<file path="src/hw/rtl/assert_macros.svh">
// Assertion macros shared by the overlay compositor RTL.
`ifndef ASSERT_MACROS_SVH
`define ASSERT_MACROS_SVH

// Checked only while out of reset.
`define CKSO_ASSERT(lbl, clk, rstn, prop, msg) \
  lbl: assert property (@(posedge clk) disable iff (!rstn) prop) else $error(msg);

// Checked at every edge, reset included.
`define CKSO_ASSERT_ALWAYS(lbl, clk, prop, msg) \
  lbl: assert property (@(posedge clk) prop) else $error(msg);

`endif

</file>
<file path="src/hw/rtl/ckso_pkg.sv">
// Shared types and constants of the color-keyed overlay compositor.
`timescale 1ns / 1ps
package ckso_pkg;

  localparam int PIX_W   = 8;
  localparam int ROW_W   = 7;
  localparam int COL_W   = 8;
  localparam int SHIFT_W = 7;

  typedef logic [PIX_W-1:0]   pixel_t;
  typedef logic [ROW_W-1:0]   row_t;
  typedef logic [COL_W-1:0]   col_t;
  typedef logic [SHIFT_W-1:0] shift_t;

  localparam logic CMD_LOAD   = 1'b0;
  localparam logic CMD_RENDER = 1'b1;

  // Overlay color key: transparent texel.
  localparam pixel_t KEY_TRANSPARENT = 8'hFF;

  // Memory-port control from the decode stage.
  typedef struct packed {
    logic ov_we;   // write overlay store
    logic bg_we;   // write background store
    logic rd_en;   // render lookup in both stores
  } ctl_t;

endpackage

</file>
<file path="src/hw/rtl/ckso_compose.sv">
// Color-key select between overlay and background read data, output register.
`timescale 1ns / 1ps
`include "assert_macros.svh"
module ckso_compose (
  input  logic             clk,
  input  logic             rst_n,
  input  logic             rd_en,
  input  ckso_pkg::pixel_t ov_rdata,
  input  ckso_pkg::pixel_t bg_rdata,
  output logic             out_valid,
  output ckso_pkg::pixel_t out_pixel
);
  import ckso_pkg::*;

  logic   rd_pend_r;
  logic   rd_pend_nxt;
  logic   valid_r;
  logic   valid_nxt;
  pixel_t pixel_r;
  pixel_t pixel_nxt;

  assign rd_pend_nxt = rd_en;
  assign valid_nxt   = rd_pend_r;
  assign pixel_nxt   = (ov_rdata == KEY_TRANSPARENT) ? bg_rdata : ov_rdata;

  always_ff @(posedge clk) begin
    if (!rst_n) begin
      rd_pend_r <= 1'b0;
      valid_r   <= 1'b0;
    end else begin
      rd_pend_r <= rd_pend_nxt;
      valid_r   <= valid_nxt;
    end
  end

  always_ff @(posedge clk) begin
    if (rd_pend_r) begin
      pixel_r <= pixel_nxt;
    end
  end

  assign out_valid = valid_r;
  assign out_pixel = pixel_r;

  // A keyed result can only come from a keyed background texel.
  `CKSO_ASSERT(a_key_from_bg, clk, rst_n, (valid_r && pixel_r == KEY_TRANSPARENT) |-> $past(bg_rdata == KEY_TRANSPARENT), "keyed pixel without keyed background")

endmodule

</file>
<file path="config.mk">
export PLATFORM = sky130hd
export DESIGN_NAME = ckso_compose
export DESIGN_NICKNAME = d
export VERILOG_FILES = /design/src/hw/rtl/ckso_pkg.sv /design/src/hw/rtl/ckso_compose.sv
export VERILOG_INCLUDE_DIRS = /design/src /design/src/hw/rtl
export SDC_FILE = /design/constraint.sdc
export NUM_CORES = 1
export LEC_CHECK = 0
export ABC_AREA = 1
export BUFFER_PORTS_ARGS = -buffer_cell sky130_fd_sc_hd__clkbuf_2
export CORE_AREA = 2 2 39 41
export CTS_CLUSTER_DIAMETER = 60
export DETAILED_ROUTE_END_ITERATION = 12
export DIE_AREA = 0 0 41 43
export GPL_TIMING_DRIVEN = 0
export PLACE_DENSITY_LB_ADDON = 0.3
export SLEW_MARGIN = 20
export SYNTH_ARGS = -nofsm -noshare
export SYNTH_HDL_FRONTEND = slang
export SYNTH_SLANG_ARGS = --single-unit
export TNS_END_PERCENT = 5
</file>
<file path="constraint.sdc">
create_clock -name clk -period 0.8 [get_ports clk]
set_input_delay 0.12 -clock clk [delete_from_list [all_inputs] [get_ports clk]]
set_output_delay 0.12 -clock clk [all_outputs]
set_load 0.05 [all_outputs]
</file>
# Yosys cells after proc, flatten, opt, wreduce, memory -nomap -nowiden

Index checks and enable logic that the tools add are counted.

Register bits: 10

Equality and inequality tests: 1
Multiplexer cells: 1

Operators by type and width:

| cell                                        | number |
|---|---|
| 8-bit equality test (second input constant) | 1 |
| 8-bit 2-to-1 mux                            | 1 |

# Logic depth before layout (Yosys ltp)

Gate-level depths: netlist (run 1).

Depth after elaboration: 2
Gate-level depth with buffers: 5
Mapped depth without buffers: 5

# Least setup slack after synthesis (run 1)

Ideal clock, no wire load.

Path kind: input to register
Start: input port ov_rdata[2]
End: register pixel_r[0], in the netlist out_pixel[0] (data pin)
Library setup time: 252 ps
Data arrival time: 577 ps
Setup slack: -29 ps
Cell stages on the path: 5
Cells stage by stage: nand2_1 > nor2_4 > nand2_4 > nand2_1 > nand2_1

Word-level cells in the longest chain between the ends: 2

Ends and longest elaborated chain:

| item                 | RTL line           | RTL |
|---|---|---|
| from (decl)          | ckso_compose.sv:8  | `input ckso_pkg::pixel_t ov_rdata,` |
| 8-bit equality test  | ckso_compose.sv:24 | `assign pixel_nxt = (ov_rdata == KEY_TRANSPARENT) ? bg_rdata : ov_rdata;` |
| 8-bit 2-to-1 mux     | ckso_compose.sv:24 |  |
| net pixel_nxt[0]     | ckso_compose.sv:20 | `pixel_t pixel_nxt;` |
| to (signal assigned) | ckso_compose.sv:38 | `pixel_r <= pixel_nxt;` |
| to (decl)            | ckso_compose.sv:19 | `pixel_t pixel_r;` |

The timed path passes the listed nets, and every way through them passes these cells.
A chain may end at the register's enable or synchronous reset.

# Worst setup path after layout (run 1)

Start: register pixel_r[4], in the netlist out_pixel[4]
End: output port out_pixel[4]

RTL lines:

| item      | RTL line           | RTL |
|---|---|---|
| to (decl) | ckso_compose.sv:11 | `output ckso_pkg::pixel_t out_pixel` |

No word-level cell between the ends.

==> results of run 1 <==
==> sequential cells by signal, summed over array words and instances, names as in the netlist <==
name / count
out_valid: 1
out_pixel: 8
rd_pend_r: 1
==> kinds of logic after synthesis <==
kind of cell / Yosys count / synth area share [%]
AND/OR/NAND/NOR: 33 / 35.6
flip-flops: 10 / 62.7
buffers and inverters: 2 / 1.68
==> repair_timing <==
| action | in CTS | in global routing |
|---|---|---|
| buffers inserted | 0 | 0 |
| gates cloned | 0 | 0 |
| endpoints found under the setup margin | 17 | 17 |
| pin swaps | 0 | 1 |
| gates resized for setup | 20 | 4 |
==> cells in the mapped netlist <==
cell | count | area (um2)
nand2_2 | 1 | 6.26
nand2_4 | 1 | 11.3
inv_1 | 2 | 7.51
edfxtp_1 | 8 | 240
nand3_1 | 8 | 40.0
nor2_4 | 2 | 22.5
dfxtp_1 | 2 | 40.0
nand2_1 | 21 | 78.8
==> worst paths after layout <==
path                start  depth (start not counted)      endpoint  slack [ns]
max          out_pixel[4]                          1  out_pixel[4]       -0.14
max reg2reg     rd_pend_r                          0  out_pixel[4]        0.07
min reg2reg     rd_pend_r                          2     out_valid        0.52
min                 rd_en                          3     rd_pend_r        0.06
==> final cells by class <==
class	instances	area (um2)
Tap cell	16	20.0
Multi-Input combinational cell	33	185
Timing Repair Buffer	27	218
Clock buffer	4	26.3
Sequential cell	10	283
Inverter	2	7.51
Fill cell	122	644
==> report_power, final <==
| part | switching (uW) | total, uW | internal (uW) | leakage (uW) |
|---|---|---|---|---|
| registers | 14.4 | 603 | 588 | 0.0000923 |
| logic | 126 | 218 | 92.8 | 0.000261 |
| clock network | 152 | 344 | 192 | 0.0000150 |
| total | 292 | 1170 | 873 | 0.000369 |
==> routing by layer <==
layer	vias up	share of wire (%)
met1	166	43
met2	14	52
met3	0	5.3
met4	0	0
met5	-	0
li1	213	-
==> through the flow <==
| step | setup slack [ns] | hold slack, ns | utilization [%] |
|---|---|---|---|
| global placement | -0.256 | 0.298 | 45.4 |
| floorplan | 0.00135 | 0.213 | - |
| CTS | -0.145 | 0.0483 | 53.2 |
| detailed placement | -0.268 | 0.314 | 45.4 |
| finish | -0.139 | 0.0551 | 53.4 |
| global route | -0.182 | 0.0562 | 53.4 |
==> impl_metrics.csv, run 1 <==
group,metric,value,unit
floorplan,io_pins,28,
floorplan,die_h,43,um
clock_tree,cts_buffers,3,
placement,port_buffers,27,
setup_path,path_class,"flop to output port",
yosys,synthCells,45,
floorplan,start_util,32.3,%
power,p_total,1170,uW
clock_tree,hold_buffers,0,
global_route,track_usage,11.3,%
cells_and_area,most-common-layout-cells,"nand2_1 (18), clkbuf_2 (16), nand3_1 (8), edfxtp_1 (8), clkbuf_8 (8)",
cells_and_area,diodes,0,
timing,hold_viol,0,
routing,via_per_inst,4.27,
routing,ant_nets,0,
cells_and_area,finish.instance_area,739,um2
power,ir_drop,0.000484,V
yosys,synth_area,447,um2
timing,max_slew_margin,83.9,%
setup_path,critical_path_buf_inv_count,1,
setup_path,crit_chain,"clkbuf_8",
floorplan,coreArea,1380,um2
setup_path,cp_slowest_cell,"edfxtp_1",
routing,dr.first_iter.drc_count,7,
placement,dpl_cell_area,628,um2
setup_path,crit_fanout,1,
power,leakage,0.000369,uW
yosys,seq_area_frac_synth,62.7,%
timing,rsz0062_at_grt,"yes",
clock_tree,cts_tree,"yes",
global_route,met1_usage,13.9,%
routing,drc_errors,0,
timing,drv_slew,0,
global_route,top_usage_layer,"met2",
cells_and_area,mostFrequentLayoutCell,"nand2_1",
global_route,use_met3,0.524,%
hold_path,min_path_type,"primary input to flop",
yosys,synth_area_per_cell,9.93,um2
clock_tree,cts_buffer_depth,2,
timing,setup_slack,-0.139,ns
floorplan,row_count,14,
cells_and_area,layout-drive-gt1-share,51.3,%
clock_tree,insertion_delay,0.25,ns
placement,dp_hpwl,657,um
clock_tree,cts_root_buf,"clkbuf_4",
routing,drt-total-wl,796,um
setup_path,cp.required,0.68,ns
setup_path,cp-start-kind,"flop",
placement,gp_congestion,0.837,
clock_tree,clk_pin_slew_worst_paths,0.06,ns
setup_path,cp-end-kind,"output port",
clock_tree,htreeDepth,1,
cells_and_area,final_cells,92,
setup_path,slowest_delay,0.38,ns
yosys,synth.distinct_cells,8,
power,powerDensity,1580,nW/um2
global_route,gr-usage-met2,15.9,%
global_route,grt_overflow_total,0,
timing,worst_pin_slew,0.241,ns
routing,drt_pass1_iterations,4,
clock_tree,cts_sinks,10,
setup_path,crit_family,"flip-flops",
timing,fmax,1060,MHz
routing,dr_total_vias,393,
run_status,violations,"setup timing",
timing,finClkSkew,0.000547,ns
floorplan,dieArea,1760,um2
global_route,grt_pass1_wl,1290,um
global_route,antenna_found_initial,0,
global_route,grt_max_degree,10,
run_status,status,"finished, violations left",
timing,finalSetupViolCount,9,
timing,tns,-1.09,ns
yosys,ys_seq_elements,10,
routing,wl_per_cell,8.65,um
timing,fin_crit,0.939,ns
yosys,yosysWarnings,0,
global_route,grt_pass1_vias,347,
placement,dp.cells,88,
yosys,synth_nets,64,
setup_path,cp.arrival,0.82,ns
floorplan,die_w,41,um
cells_and_area,finalNetCount,96,
job,drv_cap,0,
cells_and_area,area_delta_synth_final,65.5,%
timing,finalCritPeriodShare,117,%
No activity file was read; power rests on OpenSTA's default activity.
==> run 2: changes to the inputs <==
--- a/config.mk
+++ b/config.mk
@@ -6,7 +6,6 @@
 export SDC_FILE = /design/constraint.sdc
 export NUM_CORES = 1
 export LEC_CHECK = 0
-export ABC_AREA = 1
 export BUFFER_PORTS_ARGS = -buffer_cell sky130_fd_sc_hd__clkbuf_2
 export CORE_AREA = 2 2 39 41
 export CTS_CLUSTER_DIAMETER = 60
==> impl_metrics.csv, run 2 <==
group,metric,value,unit
timing,fin_crit,0.948,ns
clock_tree,cts_tree,"yes",
clock_tree,insertion_delay,0.25,ns
setup_path,cp.depth,1,
floorplan,io_pins,28,
global_route,antenna_found_initial,0,
setup_path,crit_fanout,1,
placement,dp_hpwl,676,um
global_route,track_usage,12.3,%
yosys,yosys.area.top_type,"edfxtp_1",
timing,finalCritPeriodShare,119,%
setup_path,r2r_cells,0,
yosys,synth_ff_type,"edfxtp_1",
clock_tree,cts_root_buf,"clkbuf_4",
setup_path,timing.rr.end,"out_pixel[7]",
timing,rsz0062_at_grt,"yes",
yosys,synth_area_per_cell,14.9,um2
routing,drc_errors,0,
setup_path,r2r-start,"rd_pend_r",
cells_and_area,diodes,0,
setup_path,slowest_delay,0.38,ns
yosys,synth_nets,49,
setup_path,cp.required,0.68,ns
floorplan,start_util,32.4,%
clock_tree,htreeDepth,1,
yosys,post-synth-top-area-fraction,53.6,%
yosys,synth_edf_count,8,
yosys,synth.distinct_cells,6,
routing,wl_per_cell,11.3,um
setup_path,crit_family,"flip-flops",
power,leakage,0.000285,uW
routing,drt_pass1_iterations,3,
timing,hold_slack,0.0721,ns
cells_and_area,layout-drive-gt1-share,56.7,%
yosys,seq_area_frac_synth,62.6,%
clock_tree,postCtsSetupBuffers,0,
cells_and_area,area_delta_synth_final,58.1,%
run_status,status,"finished, violations left",
setup_path,cp-start-kind,"flop",
setup_path,cp.arrival,0.83,ns
clock_tree,clk_pin_slew_worst_paths,0.06,ns
floorplan,row_count,14,
cells_and_area,finalNetCount,81,
setup_path,cp_slowest_cell,"edfxtp_1",
setup_path,crit_chain,"clkbuf_8",
timing,setup_slack,-0.148,ns
yosys,async_reset_ff_share,0,%
timing,finalSetupViolCount,9,
setup_path,regToRegSetupSlack,0.06,ns
power,ir_drop,0.000743,V
cells_and_area,mostFrequentLayoutCell,"clkbuf_2",
cells_and_area,largest_reg_flops,8,
global_route,grt_pass1_wl,1470,um
timing,fmax,1050,MHz
setup_path,path_class,"flop to output port",
global_route,grt_max_degree,10,
routing,via_per_inst,4.92,
timing,worst_pin_slew,0.197,ns
floorplan,die_w,41,um
cells_and_area,multiInputGateArea,168,um2
cells_and_area,most-common-layout-cells,"clkbuf_2 (18), nand4b_1 (8), o21a_1 (8), edfxtp_1 (8), clkbuf_8 (8)",
setup_path,critical_path_buf_inv_count,1,
timing,finClkSkew,0.00310,ns
setup_path,endpoint,"out_pixel[0]",
yosys,synth_area,448,um2
global_route,grt_pass1_vias,372,
clock_tree,cts_buffers,3,
power,powerDensity,1610,nW/um2
clock_tree,cts_sinks,10,
job,drv_cap,0,
routing,ant_nets,0,
timing,tns,-1.12,ns
setup_path,cp-end-kind,"output port",
placement,port_buffers,27,
clock_tree,cts_buffer_depth,2,
cells_and_area,seq_area,283,um2
yosys,yosysWarnings,0,
routing,dr_total_vias,374,
placement,dpl_worst_slack,-0.102,ns
hold_path,min_path_type,"primary input to flop",
timing,drv_slew,0,
floorplan,coreArea,1380,um2
cells_and_area,fill_cells,125,
yosys,ys_seq_elements,10,
floorplan,die_h,43,um
run_status,violations,"setup timing",
global_route,grt_overflow_total,0,
routing,drt-total-wl,859,um
routing,dr.first_iter.drc_count,3,
setup_path,cp-startpoint,"out_pixel[0]",
floorplan,dieArea,1760,um2
timing,max_slew_margin,86.9,%
timing,hold_viol,0,
yosys,ys_top_cells_by_count,"edfxtp_1 (8), nand4b_1 (8), o21a_1 (8)",
yosys,synthCells,30,
power,p_total,1140,uW
yosys,ys_top_cells_by_area,"edfxtp_1 (54%), nand4b_1 (16%), o21a_1 (13%), dfxtp_1 (8.9%), nand4_2 (5.6%)",
placement,gp_congestion,0.687,
run 2: changes by cell type in the layout (fill, tap and decap cells not counted), moves of 2 or more:
cell and delta:
nor2_4 -2, nand2_2 -2, o21a_1 +8, nand4b_1 +8, nand4_2 +2, nand3_1 -8, and2_1 +2, clkbuf_2 +2
nand2_1 -18, nand2_4 -2, inv_1 -2
run 2: cells by family after synthesis:
logic type	after synthesis	synth area share, %
DFF	10	62.6
AOI/OAI and AO/OA	8	13.4
and+or+nand+nor	12	24.0
run 2: layer usage:
layer	share of wire, %	vias to the layer above	GRT usage (%)
met1	41	169	16.1
met5	0	-	0
li1	-	186	-
met4	1.2	0	8.00
met2	49	17	17.2
met3	8.7	2	3.14
run 2: area by class of cell:
cell class,instances,area share (%)
Timing Repair Buffer,27,30.4
Tap cell,16,2.83
Multi-Input combinational cell,20,23.7
Clock buffer,3,3.18
Sequential cell,10,39.9
run 2: how the worst min path moves through the flow:
stage                      from         to  slack, ns  cells after the start
after floorplan           rst_n  out_valid       0.24                      1
after global placement    rd_en  rd_pend_r       0.33                      2
after detailed placement  rd_en  rd_pend_r       0.33                      2
after CTS                 rst_n  out_valid       0.07                      2
after global routing      rst_n  out_valid       0.08                      2
final                     rd_en  rd_pend_r       0.07                      2
run 2: where the power goes:
part | total (uW) | internal [uW] | switching [uW]
clock network | 322 | 173 | 149
logic | 212 | 96.6 | 115
registers | 603 | 588 | 15.2
total | 1140 | 857 | 280
run 2: repair_timing:
item | 4_1_cts | 5_1_grt
hold buffers | 0 | 0
endpoints found under the setup margin | 17 | 9
gates resized for setup | 20 | 1
run 2: through the flow:
stage | util, % | instances | instance area, um2
detailed placement | 43.6 | 73 | 603
global placement | 43.6 | 73 | 603
CTS | 51.1 | 76 | 707
floorplan | - | 30 | 448
finish | 51.2 | 76 | 708
global route | 51.2 | 76 | 708
