--- src/hw/rtl/assert_macros.svh ---
// Assertion macros shared by the overlay compositor RTL.
`ifndef ASSERT_MACROS_SVH
`define ASSERT_MACROS_SVH

// Checked only while out of reset.
`define CKSO_ASSERT(lbl, clk, rstn, prop, msg) \
  lbl: assert property (@(posedge clk) disable iff (!rstn) prop) else $error(msg);

// Checked at every edge, reset included.
`define CKSO_ASSERT_ALWAYS(lbl, clk, prop, msg) \
  lbl: assert property (@(posedge clk) prop) else $error(msg);

`endif

--- src/hw/rtl/ckso_pkg.sv ---
// Shared types and constants of the color-keyed overlay compositor.
`timescale 1ns / 1ps
package ckso_pkg;

  localparam int PIX_W   = 8;
  localparam int ROW_W   = 7;
  localparam int COL_W   = 8;
  localparam int SHIFT_W = 7;

  typedef logic [PIX_W-1:0]   pixel_t;
  typedef logic [ROW_W-1:0]   row_t;
  typedef logic [COL_W-1:0]   col_t;
  typedef logic [SHIFT_W-1:0] shift_t;

  localparam logic CMD_LOAD   = 1'b0;
  localparam logic CMD_RENDER = 1'b1;

  // Overlay color key: transparent texel.
  localparam pixel_t KEY_TRANSPARENT = 8'hFF;

  // Memory-port control from the decode stage.
  typedef struct packed {
    logic ov_we;   // write overlay store
    logic bg_we;   // write background store
    logic rd_en;   // render lookup in both stores
  } ctl_t;

endpackage

--- src/hw/rtl/ckso_addr.sv ---
// Command decode: store selection, texel keying and address generation.
`timescale 1ns / 1ps
module ckso_addr #(
  parameter int TILE_SIDE = 128
) (
  input  logic                         start,
  input  logic                         busy,
  input  logic                         cmd,
  input  ckso_pkg::row_t               row,
  input  ckso_pkg::col_t               col,
  input  ckso_pkg::pixel_t             texel,
  input  ckso_pkg::shift_t             shift,
  output ckso_pkg::ctl_t               ctl,
  output logic [2*$clog2(TILE_SIDE)-1:0] waddr,
  output ckso_pkg::pixel_t             ov_wdata,
  output logic [2*$clog2(TILE_SIDE)-1:0] ov_raddr,
  output logic [2*$clog2(TILE_SIDE)-1:0] bg_raddr
);
  import ckso_pkg::*;

  localparam int SW = $clog2(TILE_SIDE);
  localparam logic [9:0] SIDE_V  = 10'(TILE_SIDE);
  localparam logic [9:0] SIDE2_V = 10'(2 * TILE_SIDE);

  logic       accept;
  logic [9:0] row_e;
  logic [9:0] col_e;
  logic [8:0] srow_sum;
  logic [8:0] scol_sum;
  logic       in_src;
  logic       right_half;

  assign accept = start & ~busy;
  assign row_e  = {3'b000, row};
  assign col_e  = {2'b00, col};

  // Load: rows and columns outside the double-wide source are dropped.
  assign in_src     = (row_e < SIDE_V) && (col_e < SIDE2_V);
  assign right_half = col_e[SW];

  assign ctl.ov_we = accept && (cmd == CMD_LOAD) && in_src && !right_half;
  assign ctl.bg_we = accept && (cmd == CMD_LOAD) && in_src && right_half;
  assign ctl.rd_en = accept && (cmd == CMD_RENDER);

  // Tile side is a power of two: wrap is the low bits.
  assign waddr    = {row_e[SW-1:0], col_e[SW-1:0]};
  assign ov_wdata = (texel == '0) ? KEY_TRANSPARENT : texel;

  assign srow_sum = {2'b00, row} + {2'b00, shift};
  assign scol_sum = {1'b0, col} + {2'b00, shift};
  assign ov_raddr = {srow_sum[SW-1:0], scol_sum[SW-1:0]};
  assign bg_raddr = {row_e[SW-1:0], col_e[SW-1:0]};

endmodule

--- config.mk ---
export PLATFORM = sky130hd
export DESIGN_NAME = ckso_addr
export DESIGN_NICKNAME = d
export VERILOG_FILES = /design/src/hw/rtl/assert_macros.svh /design/src/hw/rtl/ckso_pkg.sv /design/src/hw/rtl/ckso_addr.sv
export SDC_FILE = /design/constraint.sdc
export NUM_CORES = 1
export LEC_CHECK = 0
export ABC_AREA = 1
export ABC_CLOCK_PERIOD_IN_PS = 2300
export BUFFER_PORTS_ARGS = -buffer_cell sky130_fd_sc_hd__buf_2
export CORE_MARGIN = 4
export CORE_UTILIZATION = 39
export DETAILED_ROUTE_END_ITERATION = 8
export PLACE_DENSITY = 0.84
export SYNTH_ARGS = -nofsm -noshare
export SYNTH_HDL_FRONTEND = slang
export SYNTH_SLANG_ARGS = --single-unit
--- constraint.sdc ---
create_clock -name vclk -period 2.3
set_clock_uncertainty 0.1 [all_clocks]
set_input_delay 0.46 -clock vclk [all_inputs]
set_output_delay 0.46 -clock vclk [all_outputs]
set_load 0.005 [all_outputs]
=== Word-level counts from Yosys, hierarchy flattened ===
Cells that the tools add are included.

* Flip-flop bits (word level): 0
* Input bits: 33
* Output and inout bits: 53
* Logic and storage cells: 16

* Add/sub/neg operators: 2
* Order comparisons: 2
* Muxes and demuxes: 1
* Bitwise operators: 3
* Reduce and logical (&&, ||, !) cells: 8

{| class="wikitable"
|+ Operator list
! operator !! count
|-
| $add A7 B7 Y7 || 2
|-
| $lt A8 B9 Y1 const B || 1
|-
| $logic_not A8 Y1 || 1
|-
| $lt A7 B8 Y1 const B || 1
|-
| $mux W8 || 1
|-
| $logic_and A1 B1 Y1 || 6
|-
| $not A1 Y1 || 2
|-
| $and A1 B1 Y1 || 1
|-
| $logic_not A1 Y1 || 1
|}

=== Longest topological paths before layout ===
Gate-level depths: netlist of the first run.

* Depth in word-level cells: 5
* Mapped depth: 9
* Gate-level depth less buffers: 9

=== Worst setup path after synthesis of the first run ===
No wires, ideal clock.

* Path kind: in2out
* Start point: in row[0]
* End point: out ov_raddr[11]
* Arrival: 1.428 ns
* Data required time: 1.740 ns
* Setup slack: 0.312 ns
* Stages on the path: 8
* Buffers on the path: 0
* Cell sequence: ha_1 inv_1 fa_1 inv_1 nand2_1 nand2_1 nand2_1 xnor2_1

* Cells in the longest elaborated chain, start to end: 1

{| class="wikitable"
|+ Ends and longest elaborated chain
! what !! RTL line !! source
|-
| start, declared || ckso_addr.sv:9 || <nowiki>input ckso_pkg::row_t row,</nowiki>
|-
| $add A7 B7 Y7 || ckso_addr.sv:49 || <nowiki>assign srow_sum = {2'b00, row} + {2'b00, shift};</nowiki>
|-
| end, declared || ckso_addr.sv:16 || <nowiki>output logic [2*$clog2(TILE_SIDE)-1:0] ov_raddr,</nowiki>
|}

No other way between the ends.

=== Worst setup path after layout of the first run ===
* Start point: in col[0]
* End point: out ov_raddr[4]

* Cells in the longest elaborated chain, start to end: 1

{| class="wikitable"
|+ Ends and longest elaborated chain
! what !! RTL line !! source
|-
| start, declared || ckso_addr.sv:10 || <nowiki>input ckso_pkg::col_t col,</nowiki>
|-
| $add A7 B7 Y7 || ckso_addr.sv:50 || <nowiki>assign scol_sum = {1'b0, col} + {2'b00, shift};</nowiki>
|}

No other way between the ends.

==> flow_summary.toml, run 1 <==
[finish]
area_growth_pct = 27.0
layout.cells.non_filler = 248
nClkBuffers = 0
finalInstanceArea_mm2 = 0.00118
design.seq.count = 0
final_nets = 269
seqCellArea_um2 = 0
n_antenna_cell = 0
drive_gt1_share_pct = 41.8

[synth]
yosysSeqAreaShare_pct = 0
yosys.area.top_type_share_pct = 22.6
synth_area_um2 = 931
netlist_top_cells_area = "buf_4 (23%), nand2_1 (19%), ha_1 (16%)"
ys.warnings.count = 0
yosysMostFrequentCell = "nand2_1"
syn_inst = 163
yosysTopAreaCell = "buf_4"
ys_types = 16
syn_area_per_cell_um2 = 5.71
syn_nets = 210
ys_top_cells_by_count = "nand2_1 (48), inv_1 (35), buf_4 (28)"

[placed_design]
port-buffer-count = 86
placed_cell_area_mm2 = 0.00117
placed_cells = 248
hpwl_um = 2110
gp_congestion = 0.780
dp_slack_ns = 0.0501

[pwr]
p_per_area_mw_per_mm2 = 231
ir_drop_v = 0.000133
power_leakage_nw = 0.840
finalPower_mw = 0.273

[timing]
max_freq_mhz = 451
setup_viol = 0
worstMarginPinSlew_ns = 0.247
rsz0062_at_grt = "yes"
hold_violations = 0
slew_headroom_pct = 83.6
slew_viol_final = 0
finalWorstSetupSlack_ns = 0.0840
fin_crit_sh_pct = 96.3
whs_ns = 1.02
layout_min_cycle_time_ns = 2.22

[floorplan]
die_height_um = 56.9
die_x_um = 56.9
io_pins = 86
start_util_pct = 41.7
rows = 17
fp.coreArea_mm2 = 0.00223
dieArea_mm2 = 0.00323

[status]
status = "completed"

[drt]
vias = 1040
drtPass1Iterations = 4
drc = 0
viasPerCell = 4.19
drt.antenna.violating_nets = 0
drt_iter0_markers = 26
routedWlPerCell_um = 9.06
wirelength_um = 2250

[global_route]
grt_start_max_net_pins = 9
grt.total_usage_pct = 12.8
first_global_vias = 884
grt_pass1_wl_um = 3570
overflow = 0
grt_antenna_before_repair = 0

[run]
drv_cap = 0

[setup_path]
crit_chain = "buf_2 > ha_2 > inv_1 > fa_2 > inv_2 > nand2_1 > nand2_1 > nand2_1 > xnor2_1 > buf_2"
crit_path_frequent_cell = "nand2_1"
critical-path-slowest-cell = "fa_2"
required_ns = 1.74
critPathMaxStageDelay_ns = 0.35
start_kind = "input pin"
cp_max_fo = 3
crit_type = "input pin to output pin"
crit_path_end_kind = "output pin"
crit_arrival_ns = 1.66

[worst_hold_path]
hold_path.class = "input pin to output pin"

[clocking]
postCtsHoldBufs = 0
cts_setup_buffers = 0
==> cells in the final DEF, fill, tap and decap left out, drive strengths merged, types with 2 or more instances in the layout <==
| cell type | instances |
|---|---|
| fa | 2 |
| xor2 | 2 |
| nand2 | 49 |
| nor2 | 9 |
| a21oi | 4 |
| xnor2 | 6 |
| inv | 36 |
| nand4 | 2 |
| buf | 86 |
| nand3 | 10 |
| ha | 12 |
==> cells by family after synthesis <==
| logic type | share of synthesized area (%) |
|---|---|
| AND/OR/NAND/NOR | 31.6 |
| buffers and inverters | 38.3 |
| adder cells (fa/ha/maj) | 20.4 |
| XOR/XNOR | 7.53 |
| AO/OA/AOI/OAI | 2.15 |
==> what timing repair did <==
action / in CTS / in global routing
endpoints found under the setup margin: 0 / 4
gates resized for setup: 0 / 4
endpoints found under the hold margin: 0 / 0
==> worst max-delay path, delay by kind of cell <==
kind          cells  cell delay (ns)
xor+xnor          1             0.15
fa+ha+maj         2             0.52
buf+inv           4             0.34
simple gates      3             0.17
==> final cells by class <==
cell class,count,area [um2]
timing repair buffer,86,430
multi-input combinational,98,582
inverter,36,135
fill,230,1050
tap,28,35.0
==> metal layers <==
metal,up-vias,GRT usage (%),part of all wire [%]
met5,-,0,0
met4,0,0,0
met3,0,1.38,9.8
met2,41,23.3,49
met1,426,17.2,41
li1,573,-,-
==> power breakdown <==
part	internal, mW	leakage (nW)	switching (mW)
Combinational	0.133	0.840	0.139
Sequential	0	0	0
Clock	0	0	0
==> through the flow <==
step                      utilization, %  setup TNS [ns]
after floorplan                        -               0
after global placement              52.6               0
after detailed placement            52.6               0
after CTS                           52.6               0
after global routing                52.9         -0.0330
final                               52.9               0
==> path summary, 6_finish.rpt <==
kind	from	endpoint	slack [ns]	depth (start not counted)
max	col[0]	ov_raddr[4]	0.08	10
min	row[3]	bg_raddr[10]	1.02	2
Power figures use the tool's default switching activity.
==> run 2, diff against run 1 <==
Settings changed: RECOVER_POWER set to 25.
==> flow_summary.toml, run 2 (synthesized netlist as in run 1, its figures left out) <==
[floorplan]
fp.coreArea_mm2 = 0.00223
start_util_pct = 41.7
io_pins = 86
die_height_um = 56.9
rows = 17
dieArea_mm2 = 0.00323
die_x_um = 56.9

[pwr]
intPower_mw = 0.132
clkPwrFrac_pct = 0
ir_drop_v = 0.000133
p_per_area_mw_per_mm2 = 231
power_leakage_nw = 0.823
pwr-share-seq_pct = 0
power.switching_mw = 0.140
p_sw_share_pct = 51.5
power_frac_comb_pct = 100.0

[placed_design]
placed_cell_area_mm2 = 0.00117
gp_congestion = 0.780
port-buffer-count = 86
hpwl_um = 2110

[setup_path]
start_kind = "input pin"
cp_max_fo = 3
crit_type = "input pin to output pin"
crit_arrival_ns = 1.66
critPathMaxStageDelay_ns = 0.35
crit_path_end_kind = "output pin"
crit_chain = "buf_2 > ha_2 > inv_1 > fa_2 > inv_2 > nand2_1 > nand2_1 > nand2_1 > xnor2_1 > buf_2"
critical-path-slowest-cell = "fa_2"
crit_path_frequent_cell = "nand2_1"
required_ns = 1.74

[global_route]
grt_pass1_wl_um = 3570
grt_antenna_before_repair = 0
grt.total_usage_pct = 12.8
overflow = 0
first_global_vias = 884
grt_start_max_net_pins = 9

[status]
status = "completed"

[drt]
drt.antenna.violating_nets = 0
drtPass1Iterations = 4
vias = 1042
wirelength_um = 2260
viasPerCell = 4.20
drt_iter0_markers = 31
drc = 0
routedWlPerCell_um = 9.10

[finish]
n_antenna_cell = 0
postLayoutCoreUtil_pct = 52.6
nClkBuffers = 0
seqCellArea_um2 = 0
design.seq.count = 0
multi_input_area_um2 = 582
fillers = 233
drive_gt1_share_pct = 39.1
finalInstanceArea_mm2 = 0.00117
final_common_cell = "buf_2"
final_nets = 269
layout_common_cells = "buf_2 (78), nand2_1 (48), inv_1 (34)"
area_growth_pct = 26.2

[timing]
rsz0062_at_grt = "yes"
slew_viol_final = 0
slew_headroom_pct = 83.6
layout_min_cycle_time_ns = 2.22
hold_violations = 0
setup_viol = 0
whs_ns = 1.02
fin_crit_sh_pct = 96.3
max_freq_mhz = 451
tns_ns = 0
worstMarginPinSlew_ns = 0.247

[run]
drv_cap = 0

[worst_hold_path]
hold_path.class = "input pin to output pin"
hold_depth = 2

[clocking]
cts_setup_buffers = 0
postCtsHoldBufs = 0
run 2: what timing repair did:
| action | in CTS | in global routing |
|---|---|---|
| resized for setup | 0 | 4 |
| endpoints found under the hold margin | 0 | 0 |
| endpoints found under the setup margin | 0 | 4 |
run 2: worst paths after layout:
check	from	endpoint	slack (ns)
setup / recovery	col[0]	ov_raddr[4]	0.08
hold / removal	col[4]	bg_raddr[4]	1.02
run 2: power groups by stage:
stage | logic, mW | registers [mW] | clock network [mW]
2_1_floorplan | 0.181 | 0 | 0
3_3_place_gp | 0.270 | 0 | 0
3_5_place_dp | 0.275 | 0 | 0
4_1_cts | 0.276 | 0 | 0
5_1_grt | 0.313 | 0 | 0
6_report | 0.272 | 0 | 0
run 2: critical path, delay by kind of cell:
family | cells | cell delay [ns]
AND/OR/NAND/NOR | 3 | 0.17
buffers and inverters | 4 | 0.34
adder cells (fa/ha/maj) | 2 | 0.52
XOR/XNOR | 1 | 0.15
run 2: final cells by class:
type | count | share of cell area [%]
inverters | 36 | 11.5
multi-input cells | 98 | 49.5
well taps | 28 | 2.98
repair buffers | 86 | 36.0
run 2: layer usage:
layer | vias to the layer above | routed length (um) | track usage [%]
met3 | 0 | 221 | 1.38
met5 | - | 0 | 0
met4 | 0 | 0 | 0
li1 | 572 | - | -
met2 | 41 | 1100 | 23.3
met1 | 429 | 938 | 17.2
run 2: stage by stage:
stage                     worst slack (ns)  std cells  total power, mW
final                               0.0842        248            0.272
after floorplan                      0.312        163            0.181
after detailed placement            0.0501        248            0.275
after global placement              0.0647        248            0.270
after CTS                           0.0351        248            0.276
after global routing               -0.0323        248            0.313
==> run 3, diff against run 2 <==
Settings changed: ABC_AREA 1 to unset, CORE_UTILIZATION 39 to 37, PLACE_DENSITY 0.84 to 0.85.
==> flow_summary.toml, run 3 <==
[synth]
syn_inst = 107
syn_area_per_cell_um2 = 7.58
ys_top_cells_by_count = "buf_4 (28), ha_1 (12), nand2b_1 (8)"
synth_area_um2 = 811
ys.warnings.count = 0
yosys.area.top_type_share_pct = 25.9
netlist_top_cells_area = "buf_4 (26%), ha_1 (19%), xnor2_1 (6.5%)"
yosysMostFrequentCell = "buf_4"
ys_types = 25
syn_nets = 154
yosysTopAreaCell = "buf_4"
yosysSeqAreaShare_pct = 0

[timing]
setup_viol = 2
hold_violations = 0
tns_ns = -0.180
slew_viol_final = 0
slew_headroom_pct = 71.3
finalWorstSetupSlack_ns = -0.0949
worstMarginPinSlew_ns = 0.429
whs_ns = 0.997
fin_crit_sh_pct = 104
max_freq_mhz = 418
layout_min_cycle_time_ns = 2.39
rsz0062_at_grt = "yes"

[worst_hold_path]
hold_depth = 2
min_from = "col[0]"
hold_path.class = "input pin to output pin"
hold-path-endpoint = "waddr[0]"

[placed_design]
port-buffer-count = 86
dp_slack_ns = -0.202
gp_congestion = 0.724
hpwl_um = 2110

[setup_path]
cp_top_family = "adder cells"
critical-path-slowest-cell = "fa_2"
crit_chain = "buf_8 > ha_4 > inv_2 > fa_2 > nor2b_4 > o31a_1 > o32ai_2 > a311oi_2 > buf_2"
crit_buf_inv = 3
cp_max_fo = 2
critPathMaxStageDelay_ns = 0.36
crit_type = "input pin to output pin"
crit_path_end_kind = "output pin"
crit_arrival_ns = 1.83
required_ns = 1.74
start_kind = "input pin"

[global_route]
grt_antenna_before_repair = 0
grt_start_max_net_pins = 9
grt.total_usage_pct = 14.5
grt_pass1_wl_um = 3240
overflow = 0
first_global_vias = 791

[finish]
seqCellArea_um2 = 0
n_antenna_cell = 0
fillers = 192
layout_common_cells = "buf_2 (73), buf_4 (14), clkbuf_1 (9)"
final_common_cell = "buf_2"
nClkBuffers = 0
area_growth_pct = 65.6
final_nets = 230
drive_gt1_share_pct = 62.4
design.seq.count = 0

[drt]
routedWlPerCell_um = 12.7
viasPerCell = 4.73
drc = 0
drt_iter0_markers = 9
wirelength_um = 2650
vias = 984
drt.antenna.violating_nets = 0
drtPass1Iterations = 4

[status]
status = "finished with violations"
violations = "negative setup slack"

[run]
drv_cap = 0

[floorplan]
die_x_um = 54.8
fp.coreArea_mm2 = 0.00202
rows = 16
start_util_pct = 40.1
dieArea_mm2 = 0.00300
die_height_um = 54.8
io_pins = 86

[pwr]
ir_drop_v = 0.000145
power_leakage_nw = 0.702
p_per_area_mw_per_mm2 = 249
run 3: cell count changes after synthesis, sizes merged, moves of 4 or more:
| cell | delta |
|---|---|
| nand2b | +8 |
| nand3 | -8 |
| inv | -29 |
| o21ai | +4 |
| nor2 | -7 |
| nand2 | -44 |
run 3: area by class of cell:
type,instances,area [um2],area share [%]
Timing Repair Buffer,102,573,42.7
Inverter,7,26.3,1.96
Multi-Input combinational cell,72,709,52.8
Tap cell,27,33.8,2.52
run 3: worst max path at each step:
stage	endpoint	slack, ns	from	depth (start not counted)
finish	ov_raddr[13]	-0.09	shift[0]	9
global route	ov_raddr[13]	-0.20	shift[0]	9
CTS	ov_raddr[6]	-0.17	shift[0]	9
detailed placement	ov_raddr[13]	-0.20	shift[0]	9
global placement	ov_raddr[13]	-0.17	shift[0]	9
floorplan	ov_raddr[13]	0.06	row[0]	7
run 3: per-layer routing:
layer | global-route usage, % | routed length (um) | vias to the layer above
met1 | 15.7 | 918 | 439
met4 | 0 | 27 | 0
met2 | 31.7 | 1500 | 39
met3 | 0.272 | 204 | 2
li1 | - | - | 504
met5 | 0 | 0 | -
run 3: logic make-up after synthesis:
logic type | share of synthesized area (%)
XOR/XNOR | 8.64
AO/OA/AOI/OAI | 20.1
adder cells (fa/ha/maj) | 23.5
AND/OR/NAND/NOR | 18.7
buffers and inverters | 29.2
run 3: repair_timing:
action                     CTS  global route
setup endpoints to repair    5             6
gates resized for setup     19            14
buffers inserted             2             1
hold buffers                 0             0
gates cloned                 0             0
pin swaps                   10            15
run 3: report_power, final:
| part | leakage (nW) | switching, mW | internal [mW] |
|---|---|---|---|
| sequential | 0 | 0 | 0 |
| clock | 0 | 0 | 0 |
| combinational | 0.702 | 0.149 | 0.185 |
| total | 0.702 | 0.149 | 0.185 |
run 3: metrics by stage:
step | utilization, % | power, mW | cells | instance area [um2]
after floorplan | - | 0.165 | 107 | 811
after global placement | 57.5 | 0.274 | 205 | 1160
after detailed placement | 57.5 | 0.280 | 205 | 1160
after CTS | 61.8 | 0.307 | 207 | 1250
after global routing | 66.4 | 0.369 | 208 | 1340
final | 66.4 | 0.334 | 208 | 1340
